**src/design/bdc_pkg.sv**
```systemverilog
// Package for the business day counter: payload types, constants and table functions.
`timescale 1ns / 1ps
package bdc_pkg;

  // Input transfer: the two dates of the span.
  typedef struct packed {
    logic [13:0] from_year;
    logic [3:0]  from_month;
    logic [4:0]  from_day;
    logic [13:0] to_year;
    logic [3:0]  to_month;
    logic [4:0]  to_day;
  } bdc_in_t;

  // Result transfer.
  typedef struct packed {
    logic [21:0] business_days;
    logic [2:0]  from_weekday;
    logic [2:0]  to_weekday;
  } bdc_out_t;

  // Per-date partial result handed from the date unit to the top level.
  typedef struct packed {
    logic [21:0] serial;
    logic [13:0] wsum;
  } bdc_date_t;

  localparam logic [13:0] YEAR_MIN      = 14'd1;
  localparam logic [13:0] YEAR_MAX      = 14'd9999;
  localparam logic [3:0]  MONTH_MIN     = 4'd1;
  localparam logic [3:0]  MONTH_MAX     = 4'd12;
  localparam logic [3:0]  MONTH_FEB     = 4'd2;
  localparam logic [4:0]  DAY_MIN       = 5'd1;
  localparam logic [6:0]  MASK_RESET    = 7'd96;
  localparam logic [21:0] DAYS_PER_YEAR = 22'd365;

  // Reciprocal constants: floor(x / 25) for x < 16384, floor(x / 7) for
  // x < 13107 and floor(x / 7) for x < 2^22.
  localparam logic [26:0] RECIP25       = 27'd5243;
  localparam int          RECIP25_SHIFT = 17;
  localparam logic [27:0] RECIP7_S      = 28'd9363;
  localparam int          RECIP7_S_SHIFT = 16;
  localparam logic [44:0] RECIP7_W      = 45'd4793491;
  localparam int          RECIP7_W_SHIFT = 25;

  // Length of a month, February depending on the leap flag.
  function automatic logic [4:0] month_len(input logic [3:0] m, input logic leap);
    logic [4:0] len;
    case (m)
      MONTH_FEB: len = leap ? 5'd29 : 5'd28;
      4'd4, 4'd6, 4'd9, 4'd11: len = 5'd30;
      default: len = 5'd31;
    endcase
    return len;
  endfunction

  // Month term of the weekday formula, (31 * m') / 12 with a March-based m'.
  function automatic logic [4:0] wday_month_term(input logic [3:0] m);
    logic [4:0] t;
    case (m)
      4'd1:    t = 5'd28;
      4'd2:    t = 5'd31;
      4'd3:    t = 5'd2;
      4'd4:    t = 5'd5;
      4'd5:    t = 5'd7;
      4'd6:    t = 5'd10;
      4'd7:    t = 5'd12;
      4'd8:    t = 5'd15;
      4'd9:    t = 5'd18;
      4'd10:   t = 5'd20;
      4'd11:   t = 5'd23;
      4'd12:   t = 5'd25;
      default: t = 5'd0;
    endcase
    return t;
  endfunction

  // Month term of the day serial, (153 * m' + 2) / 5 with a March-based m'.
  function automatic logic [8:0] serial_month_term(input logic [3:0] m);
    logic [8:0] t;
    case (m)
      4'd1:    t = 9'd306;
      4'd2:    t = 9'd337;
      4'd3:    t = 9'd0;
      4'd4:    t = 9'd31;
      4'd5:    t = 9'd61;
      4'd6:    t = 9'd92;
      4'd7:    t = 9'd122;
      4'd8:    t = 9'd153;
      4'd9:    t = 9'd184;
      4'd10:   t = 9'd214;
      4'd11:   t = 9'd245;
      4'd12:   t = 9'd275;
      default: t = 9'd0;
    endcase
    return t;
  endfunction

  // Number of business days in a whole week.
  function automatic logic [2:0] week_days(input logic [6:0] mask);
    logic [2:0] cnt;
    cnt = 3'd0;
    for (int i = 0; i < 7; i++) begin
      if (!mask[i]) cnt = cnt + 3'd1;
    end
    return cnt;
  endfunction

  // Business days among the r days that start on weekday wf (r below seven).
  function automatic logic [2:0] rem_count(input logic [2:0] wf, input logic [2:0] r,
                                           input logic [6:0] mask);
    logic [2:0] cnt;
    logic [3:0] w;
    cnt = 3'd0;
    for (int i = 0; i < 6; i++) begin
      w = 4'(wf) + 4'(i);
      if (w >= 4'd7) w = w - 4'd7;
      if ((3'(i) < r) && !mask[w[2:0]]) cnt = cnt + 3'd1;
    end
    return cnt;
  endfunction

endpackage

```
**src/design/bdc_date.sv**
```systemverilog
// Date unit: clamps one date and forms its day serial and weekday sum over three stages.
`timescale 1ns / 1ps
module bdc_date (
  input  logic                clk,
  input  logic                rst_n,
  input  logic                in_valid,
  input  logic [13:0]         year,
  input  logic [3:0]          month,
  input  logic [4:0]          day,
  output logic                out_valid,
  output bdc_pkg::bdc_date_t  out_date
);
  import bdc_pkg::*;

  // Stage A: clamp year and month, shift the year to start in March, divide by 25.
  logic [13:0] a_year_nxt, a_yp_nxt;
  logic [3:0]  a_month_nxt;
  logic        a_early;
  logic [26:0] a_prod_y, a_prod_yp;
  logic        a_valid_r;
  logic [13:0] a_year_r, a_yp_r;
  logic [3:0]  a_month_r;
  logic [4:0]  a_day_r;
  logic [9:0]  a_qy_r, a_qyp_r;

  always_comb begin
    if (year < YEAR_MIN) a_year_nxt = YEAR_MIN;
    else if (year > YEAR_MAX) a_year_nxt = YEAR_MAX;
    else a_year_nxt = year;
    if (month < MONTH_MIN) a_month_nxt = MONTH_MIN;
    else if (month > MONTH_MAX) a_month_nxt = MONTH_MAX;
    else a_month_nxt = month;
    a_early   = (a_month_nxt <= MONTH_FEB);
    a_yp_nxt  = a_year_nxt - 14'(a_early);
    a_prod_y  = 27'(a_year_nxt) * RECIP25;
    a_prod_yp = 27'(a_yp_nxt) * RECIP25;
  end

  // Stage B: leap year, day clamp, century correction and year part of the serial.
  logic [13:0] b_r25;
  logic        b_leap;
  logic [4:0]  b_lim, b_day_nxt;
  logic [11:0] b_l_nxt;
  logic        b_valid_r;
  logic [4:0]  b_day_r;
  logic [13:0] b_yp_r;
  logic [11:0] b_l_r;
  logic [21:0] b_base_r;
  logic [4:0]  b_wterm_r;
  logic [8:0]  b_sterm_r;

  always_comb begin
    b_r25  = a_year_r - 14'(a_qy_r) * 14'd25;
    b_leap = (a_year_r[1:0] == 2'd0) && ((b_r25 != 14'd0) || (a_year_r[3:0] == 4'd0));
    b_lim  = month_len(a_month_r, b_leap);
    if (a_day_r < DAY_MIN) b_day_nxt = DAY_MIN;
    else if (a_day_r > b_lim) b_day_nxt = b_lim;
    else b_day_nxt = a_day_r;
    b_l_nxt = 12'(a_yp_r >> 2) - 12'(a_qyp_r >> 2) + 12'(a_qyp_r >> 4);
  end

  // Stage C: final sums.
  bdc_date_t c_date_nxt;
  logic      c_valid_r;
  bdc_date_t c_date_r;

  always_comb begin
    c_date_nxt.serial = b_base_r + 22'(b_l_r) + 22'(b_sterm_r) + 22'(b_day_r);
    c_date_nxt.wsum   = 14'(b_day_r) + b_yp_r + 14'(b_l_r) + 14'(b_wterm_r);
  end

  // Valid bits.
  always_ff @(posedge clk) begin
    if (!rst_n) begin
      a_valid_r <= 1'b0;
      b_valid_r <= 1'b0;
      c_valid_r <= 1'b0;
    end else begin
      a_valid_r <= in_valid;
      b_valid_r <= a_valid_r;
      c_valid_r <= b_valid_r;
    end
  end

  // Payload registers.
  always_ff @(posedge clk) begin
    a_year_r  <= a_year_nxt;
    a_month_r <= a_month_nxt;
    a_day_r   <= day;
    a_yp_r    <= a_yp_nxt;
    a_qy_r    <= 10'(a_prod_y >> RECIP25_SHIFT);
    a_qyp_r   <= 10'(a_prod_yp >> RECIP25_SHIFT);
    b_day_r   <= b_day_nxt;
    b_yp_r    <= a_yp_r;
    b_l_r     <= b_l_nxt;
    b_base_r  <= 22'(a_yp_r) * DAYS_PER_YEAR;
    b_wterm_r <= wday_month_term(a_month_r);
    b_sterm_r <= serial_month_term(a_month_r);
    c_date_r  <= c_date_nxt;
  end

  assign out_valid = c_valid_r;
  assign out_date  = c_date_r;

endmodule

```
**src/design/business_day_counter.sv**
```systemverilog
// Top level of the business day counter: date units, span count and result register.
`timescale 1ns / 1ps
// Counts the days of an inclusive date span whose weekday is not set in the weekend
// mask, and reports the weekday of both dates. The block is a seven-stage pipeline: a
// query may be started in every cycle while busy is low, and its result appears on
// out_data with out_valid. busy is high during reset and in the first cycle after it.
// The receiver cannot stall, so a result must be taken in the one cycle that out_valid
// marks it. The user must write the weekend mask over the cfg channel while no query is
// in flight, which the block does not check; its reset value marks Friday and Saturday.
module business_day_counter (
  input  logic               clk,
  input  logic               rst_n,
  input  logic               start,
  output logic               busy,
  input  bdc_pkg::bdc_in_t   in_data,
  output logic               out_valid,
  output bdc_pkg::bdc_out_t  out_data,
  input  logic               cfg_valid,
  output logic               cfg_ready,
  input  logic [6:0]         cfg_data
);
  import bdc_pkg::*;

  logic      busy_r;
  logic [6:0] mask_r;
  logic      accept;
  logic      from_valid, to_valid;
  bdc_date_t from_date, to_date;

  assign accept    = start && !busy_r;
  assign busy      = busy_r;
  assign cfg_ready = !busy_r;

  // Control registers: busy after reset and the weekend mask.
  always_ff @(posedge clk) begin
    if (!rst_n) begin
      busy_r <= 1'b1;
      mask_r <= MASK_RESET;
    end else begin
      busy_r <= 1'b0;
      if (cfg_valid && cfg_ready) mask_r <= cfg_data;
    end
  end

  bdc_date u_from (
    .clk       (clk),
    .rst_n     (rst_n),
    .in_valid  (accept),
    .year      (in_data.from_year),
    .month     (in_data.from_month),
    .day       (in_data.from_day),
    .out_valid (from_valid),
    .out_date  (from_date)
  );

  bdc_date u_to (
    .clk       (clk),
    .rst_n     (rst_n),
    .in_valid  (accept),
    .year      (in_data.to_year),
    .month     (in_data.to_month),
    .day       (in_data.to_day),
    .out_valid (to_valid),
    .out_date  (to_date)
  );

  // Stage D: span length, order check and quotients of the weekday sums by seven.
  logic [27:0] d_prod_f, d_prod_t;
  logic        d_valid_r, d_ge_r;
  logic [13:0] d_wsum_f_r, d_wsum_t_r;
  logic [10:0] d_q7_f_r, d_q7_t_r;
  logic [21:0] d_n_r;

  always_comb begin
    d_prod_f = 28'(from_date.wsum) * RECIP7_S;
    d_prod_t = 28'(to_date.wsum) * RECIP7_S;
  end

  // Stage E: weekdays and whole weeks of the span.
  logic [13:0] e_rem_f, e_rem_t;
  logic [44:0] e_prod_n;
  logic        e_valid_r, e_ge_r;
  logic [2:0]  e_wd_f_r, e_wd_t_r;
  logic [21:0] e_n_r;
  logic [19:0] e_qn_r;

  always_comb begin
    e_rem_f  = d_wsum_f_r - 14'(d_q7_f_r) * 14'd7;
    e_rem_t  = d_wsum_t_r - 14'(d_q7_t_r) * 14'd7;
    e_prod_n = 45'(d_n_r) * RECIP7_W;
  end

  // Stage F: count over whole weeks and over the remaining days.
  logic [21:0] f_rem_n;
  logic        f_valid_r, f_ge_r;
  logic [2:0]  f_wd_f_r, f_wd_t_r, f_rem_r;
  logic [21:0] f_cw_r;

  assign f_rem_n = e_n_r - 22'(e_qn_r) * 22'd7;

  // Output stage.
  bdc_out_t out_nxt;
  logic     out_valid_r;
  bdc_out_t out_data_r;

  always_comb begin
    out_nxt.business_days = f_ge_r ? (f_cw_r + 22'(f_rem_r)) : 22'd0;
    out_nxt.from_weekday  = f_wd_f_r;
    out_nxt.to_weekday    = f_wd_t_r;
  end

  // Valid bits.
  always_ff @(posedge clk) begin
    if (!rst_n) begin
      d_valid_r   <= 1'b0;
      e_valid_r   <= 1'b0;
      f_valid_r   <= 1'b0;
      out_valid_r <= 1'b0;
    end else begin
      d_valid_r   <= from_valid && to_valid;
      e_valid_r   <= d_valid_r;
      f_valid_r   <= e_valid_r;
      out_valid_r <= f_valid_r;
    end
  end

  // Payload registers.
  always_ff @(posedge clk) begin
    d_wsum_f_r <= from_date.wsum;
    d_wsum_t_r <= to_date.wsum;
    d_q7_f_r   <= 11'(d_prod_f >> RECIP7_S_SHIFT);
    d_q7_t_r   <= 11'(d_prod_t >> RECIP7_S_SHIFT);
    d_ge_r     <= (from_date.serial <= to_date.serial);
    d_n_r      <= to_date.serial - from_date.serial + 22'd1;
    e_wd_f_r   <= e_rem_f[2:0];
    e_wd_t_r   <= e_rem_t[2:0];
    e_ge_r     <= d_ge_r;
    e_n_r      <= d_n_r;
    e_qn_r     <= 20'(e_prod_n >> RECIP7_W_SHIFT);
    f_wd_f_r   <= e_wd_f_r;
    f_wd_t_r   <= e_wd_t_r;
    f_ge_r     <= e_ge_r;
    f_cw_r     <= 22'(e_qn_r) * 22'(week_days(mask_r));
    f_rem_r    <= rem_count(e_wd_f_r, f_rem_n[2:0], mask_r);
    out_data_r <= out_nxt;
  end

  assign out_valid = out_valid_r;
  assign out_data  = out_data_r;

  // Every transfer yields a result on out_valid.
  a_latency: assert property (@(posedge clk) disable iff (!rst_n)
    accept |-> ##7 out_valid)
    else $error("result missing seven cycles after a transfer");

  // Weekdays and the remainder of the span stay below seven.
  a_weekday: assert property (@(posedge clk) disable iff (!rst_n)
    out_valid |-> (out_data.from_weekday <= 3'd6) && (out_data.to_weekday <= 3'd6))
    else $error("weekday out of range");

  a_rem: assert property (@(posedge clk) disable iff (!rst_n)
    e_valid_r |-> (f_rem_n < 22'd7))
    else $error("remainder of span by seven out of range");

  // Nothing is issued in the cycle after reset.
  a_reset: assert property (@(posedge clk)
    !rst_n |=> !out_valid)
    else $error("result issued after reset");

endmodule
```
**config.mk**
```make
export PLATFORM = sky130hd
export DESIGN_NAME = business_day_counter
export DESIGN_NICKNAME = d
export VERILOG_FILES = /design/src/design/bdc_pkg.sv /design/src/design/bdc_date.sv /design/src/design/business_day_counter.sv
export SDC_FILE = /design/constraint.sdc
export NUM_CORES = 2
export LEC_CHECK = 0
export ABC_CLOCK_PERIOD_IN_PS = 15100
export BUFFER_PORTS_ARGS = -buffer_cell sky130_fd_sc_hd__buf_2
export CAP_MARGIN = 20
export CORE_MARGIN = 2
export CORE_UTILIZATION = 30
export CTS_CLUSTER_DIAMETER = 30
export DETAILED_ROUTE_END_ITERATION = 6
export PLACE_DENSITY = 0.46
export SETUP_SLACK_MARGIN = 0.2
export SYNTH_ARGS = -nofsm -noshare
export SYNTH_HDL_FRONTEND = slang
export SYNTH_HIERARCHICAL = 1
export SYNTH_SLANG_ARGS = --single-unit
```
**constraint.sdc**
```tcl
create_clock -name clk -period 15.1 [get_ports clk]
set_input_delay 1.51 -clock clk [delete_from_list [all_inputs] [get_ports clk]]
set_output_delay 1.51 -clock clk [all_outputs]
set_load 0.02 [all_outputs]
```
==> metrics list <==
- Area added between synthesis and finish: 15.02%
* Number of distinct library cells after synthesis: 97
- Via count of the first global-routing pass: roughly 36000
* Met2 WL: about 49000 microns
- Final Non-Filler Cells: ~8000
- Hold Slack: ~0.32 ns
- The min-delay analysis places its worst path in the category register to register.
- Routed length on met3: between 3000 and 4000 microns
- Weighted congestion reported at the end of routability-driven placement: about 0.83
* Clock buffers created by TritonCTS: around 120
- CTS placed an instance of sky130_fd_sc_hd__clkbuf_16 at the clock tree root.
* Most common library cell in the layout ignoring fill and taps: sky130_fd_sc_hd__inv_1
- Compound-cell area share of the yosys netlist: 0.07971
- Clock Latency Late Sink: about 0.7 ns
* Reg-to-Reg Start: mask_r[0]
- Of the total synthesized cell area, the portion taken by full adders, half adders and majority gates is 0.5103.
* Final period demand of the worst path: slightly above 9 ns
- Sequential element share of the synthesized area: 0.1753
- Category of the worst setup path capture point: register
* Crit path buf inv count: 3
- Antenna violations before repair: 1
* Total wire length after detailed routing: 108500 microns
* Die width: about 420 microns
* Part of the cycle the worst path needs: 0.6106
- The clock passes through at most 3 buffers.
* Area of the die: approximately 180000 sq um
- Across all register-to-register paths, the minimum setup slack is roughly 8.1 ns.
- Synth Cell Area: between 50000 and 60000 sq um
- The library cells used most frequently in the layout, excluding fill and tap cells, are sky130_fd_sc_hd__inv_1, sky130_fd_sc_hd__ha_1, sky130_fd_sc_hd__fa_1.
- For the pin with the worst max-slew slack, the measured transition is about 0.99 ns.
- Largest family of logic cells by synthesized area: adder cells
- In this run the worst path has a maximum fanout of 8.
* Cell family with most CP delay: adder cells
- The initial utilization of the core area, before any placement, comes to 0.3015.
- # nets final: between 7000 and 8000
- Max Clock Freq: ~110 MHz
- Post-route clock skew: about 0.044 ns
- TritonCTS built the clock tree.
- In the routed design, unresolved DRC markers number 0.
* Setup repair after global routing missed its margin: no
* Total congestion overflow after global routing: 0
- Synth Register Bits: ~450
- The highest layer touched by signal routing is met4.
- During synthesis, Yosys emitted a total of 6 warnings.
* Wire length on met1: between 50000 and 60000 microns
* I/O pin count: 88
- The flow ran to the end, and the final reports show no timing, DRC or antenna violations.
* Number of H-tree levels: 3
- Setup repair bufs after CTS: 0
- Cell count after synthesis: about 5300
- Summed over all failing endpoints, the final setup total negative slack is 0 ns.
- Once detail routing completed, the nets flagged for antenna violations numbered 0.
- Slowest cell on the critical path: sky130_fd_sc_hd__xnor2_1
* Buffers on Ports: 87
* Slew HR: 0.3354
- The worst setup path is launched from an input pin.
* Worst EP required: roughly 16 ns
- Of the cells placed in the final design, the portion with a size suffix greater than 1 is 0.07060.
- The tree built by TritonCTS fans out to 453 sinks.
- Total half-perimeter wirelength after legalization and detailed placement: roughly 94000 microns
- In this run, synthesis inferred 0 flip-flops with an integrated enable.
- Critical path's largest stage delay: 0.69 ns
* Most used cell along the critical path: sky130_fd_sc_hd__fa_1
- Primary flip-flop cell chosen by synthesis mapping: sky130_fd_sc_hd__dfxtp_1
- Drt pass-1 iters: 5
- Gates resized during post-CTS repair numbered 0.
- After clock tree synthesis, the clock-pin slew on the worst setup and hold paths is about 0.04 ns.
- Die H: 419.2 microns
- Cell depth of the worst flop-to-flop path: 31
* Syn avg cell area: around 9.8 sq um
- Setup violations remaining at the end of the flow were counted as 0.
- The worst register-to-register path ends at f_cw_r[20].
* Mux share of post-synthesis cell area: 0.009507
- The worst hold path begins at f_wd_t_r[0].
- Syn nets: around 7000
* Largest net degree at the start of global routing: 23
- Arrival @ worst endpoint: between 9 and 10 ns
- After floorplanning, the core was divided into about 150 placement rows.
- Type of the worst setup path: input pin to register
* All-layer global routing usage: 0.1283
- For this block, the via count after detailed routing is between 30000 and 40000.
* Detailed router's first-iteration violation count: about 1100
* Vias/cell: 4.301
* Pins over their slew limit: 0
- Number of maximum-capacitance violations: 0
* Hold violation total from the final report: 0
* Post-synthesis async set-or-reset flop share: 0
- Cell depth of the worst min-delay path: 0
- Dividing the detail-routed wire length by the instance count gives 13.75 microns.
* First-pass GRT wire length: 183700 microns
- Hold EP: out_data[0]
* Synthesized-area fraction occupied by and/or/nand/nor cells: 0.07891
- After clock tree synthesis, the flow added hold-fix buffers numbering 0.
* Instance count after placement with tap cells included: approximately 7700
- The core region is between 150000 and 200000 sq um.
- Post-synthesis xor/xnor area fraction: 0.05167
## per-layer routing
layer,global-route usage,vias up
met5,0,-
met4,0.03615,0
met3,0.01725,131
met2,0.2123,325
met1,0.1741,15998
li1,-,17486
## worst register-to-register path: cells and delay by family, from the launching register on
kind	cells	cell delay (ns)
AOI/OAI and AO/OA	8	1.49
xor gates and xnor gates	4	0.73
adders and majority gates	8	2.19
buffers and inverters	4	0.51
DFF	1	0.50
muxes	3	0.81
and+or+nand+nor	4	0.70
## synthesized netlist by cell type (11+ instances only)
| cell type | count | share of area |
|---|---|---|
| sky130_fd_sc_hd__a211oi_1 | 24 | 0.0035 |
| sky130_fd_sc_hd__a21boi_0 | 12 | 0.0017 |
| sky130_fd_sc_hd__a21boi_1 | 12 | 0.0017 |
| sky130_fd_sc_hd__a21o_1 | 62 | 0.0090 |
| sky130_fd_sc_hd__a21oi_1 | 168 | 0.016 |
| sky130_fd_sc_hd__a31oi_1 | 20 | 0.0024 |
| sky130_fd_sc_hd__and2_1 | 56 | 0.0068 |
| sky130_fd_sc_hd__and3_1 | 24 | 0.0029 |
| sky130_fd_sc_hd__clkbuf_1 | 32 | 0.0023 |
| sky130_fd_sc_hd__dfxtp_1 | 453 | 0.18 |
| sky130_fd_sc_hd__fa_1 | 596 | 0.23 |
| sky130_fd_sc_hd__ha_1 | 1156 | 0.28 |
| sky130_fd_sc_hd__inv_1 | 1254 | 0.091 |
| sky130_fd_sc_hd__mux2_2 | 11 | 0.0024 |
| sky130_fd_sc_hd__mux2i_1 | 18 | 0.0035 |
| sky130_fd_sc_hd__nand2_1 | 227 | 0.016 |
| sky130_fd_sc_hd__nand2b_1 | 27 | 0.0033 |
| sky130_fd_sc_hd__nand3_1 | 77 | 0.0075 |
| sky130_fd_sc_hd__nand3b_1 | 11 | 0.0016 |
| sky130_fd_sc_hd__nand4_1 | 24 | 0.0029 |
| sky130_fd_sc_hd__nor2_1 | 174 | 0.013 |
| sky130_fd_sc_hd__nor2b_1 | 54 | 0.0065 |
| sky130_fd_sc_hd__nor3_1 | 65 | 0.0063 |
| sky130_fd_sc_hd__nor3b_1 | 11 | 0.0016 |
| sky130_fd_sc_hd__nor4_1 | 13 | 0.0016 |
| sky130_fd_sc_hd__o211ai_1 | 22 | 0.0032 |
| sky130_fd_sc_hd__o21a_1 | 30 | 0.0044 |
| sky130_fd_sc_hd__o21ai_0 | 91 | 0.0088 |
| sky130_fd_sc_hd__o21ai_1 | 39 | 0.0038 |
| sky130_fd_sc_hd__o21bai_1 | 18 | 0.0026 |
| sky130_fd_sc_hd__o22ai_1 | 11 | 0.0013 |
| sky130_fd_sc_hd__o31ai_1 | 12 | 0.0017 |
| sky130_fd_sc_hd__or2_2 | 12 | 0.0015 |
| sky130_fd_sc_hd__or3_1 | 25 | 0.0030 |
| sky130_fd_sc_hd__xnor2_1 | 231 | 0.039 |
| sky130_fd_sc_hd__xor2_1 | 66 | 0.011 |
## logic make-up (layout without fill, tap and decap cells)
group                      after synthesis  after routing
adders and majority gates             1752           1752
buffers and inverters                 1299           1588
and+or+nand+nor                        829            829
AOI/OAI and AO/OA                      620            620
DFF                                    453            453
xor gates and xnor gates               301            301
muxes                                   38             38
other                                    0              1
## per-stage QoR
stage	cell area [sq um]	setup slack, ns	util
after floorplan	51720	6.298	-
final	59490	5.880	0.3468
after CTS	59480	5.888	0.3467
after global placement	54980	5.335	0.3205
after detailed placement	54980	5.177	0.3205
after global routing	59490	5.280	0.3468
## worst max path at each step
stage | start | cells past startpoint | end
after floorplan | in_data[38] | 29 | u_from/a_qyp_r[9]
after global placement | in_data[38] | 29 | u_from/a_qyp_r[9]
after detailed placement | in_data[38] | 29 | u_from/a_qyp_r[9]
after CTS | in_data[38] | 29 | u_from/a_qyp_r[9]
after global routing | in_data[38] | 29 | u_from/a_qyp_r[9]
final | in_data[38] | 29 | u_from/a_qyp_r[9]
## state kept, by name, indices dropped and copies added, names as in the netlist, 14 cells and up
signal           flops
u_from/out_date     36
e_qn_r              20
u_to/out_date       36
u_to/a_yp_r         14
u_from/b_base_r     22
u_from/a_year_r     14
f_cw_r              22
u_to/a_year_r       14
u_from/a_yp_r       14
u_to/b_base_r       22
d_n_r               22
out_data            28
## layout make-up
cell class / count / area [sq um]
clock inverters: 93 / 1358
multi-input cells: 3540 / 37760
fillers: 17605 / 112100
diodes: 1 / 2.502
well taps: 2310 / 2890
repair buffers: 100 / 533.0
flip-flops and latches: 453 / 9069
clock buffers: 133 / 3142
inverters: 1262 / 4737
Power is not shown: default switching activity piles up to over one toggle a cycle in this logic, so the estimate is an artifact.
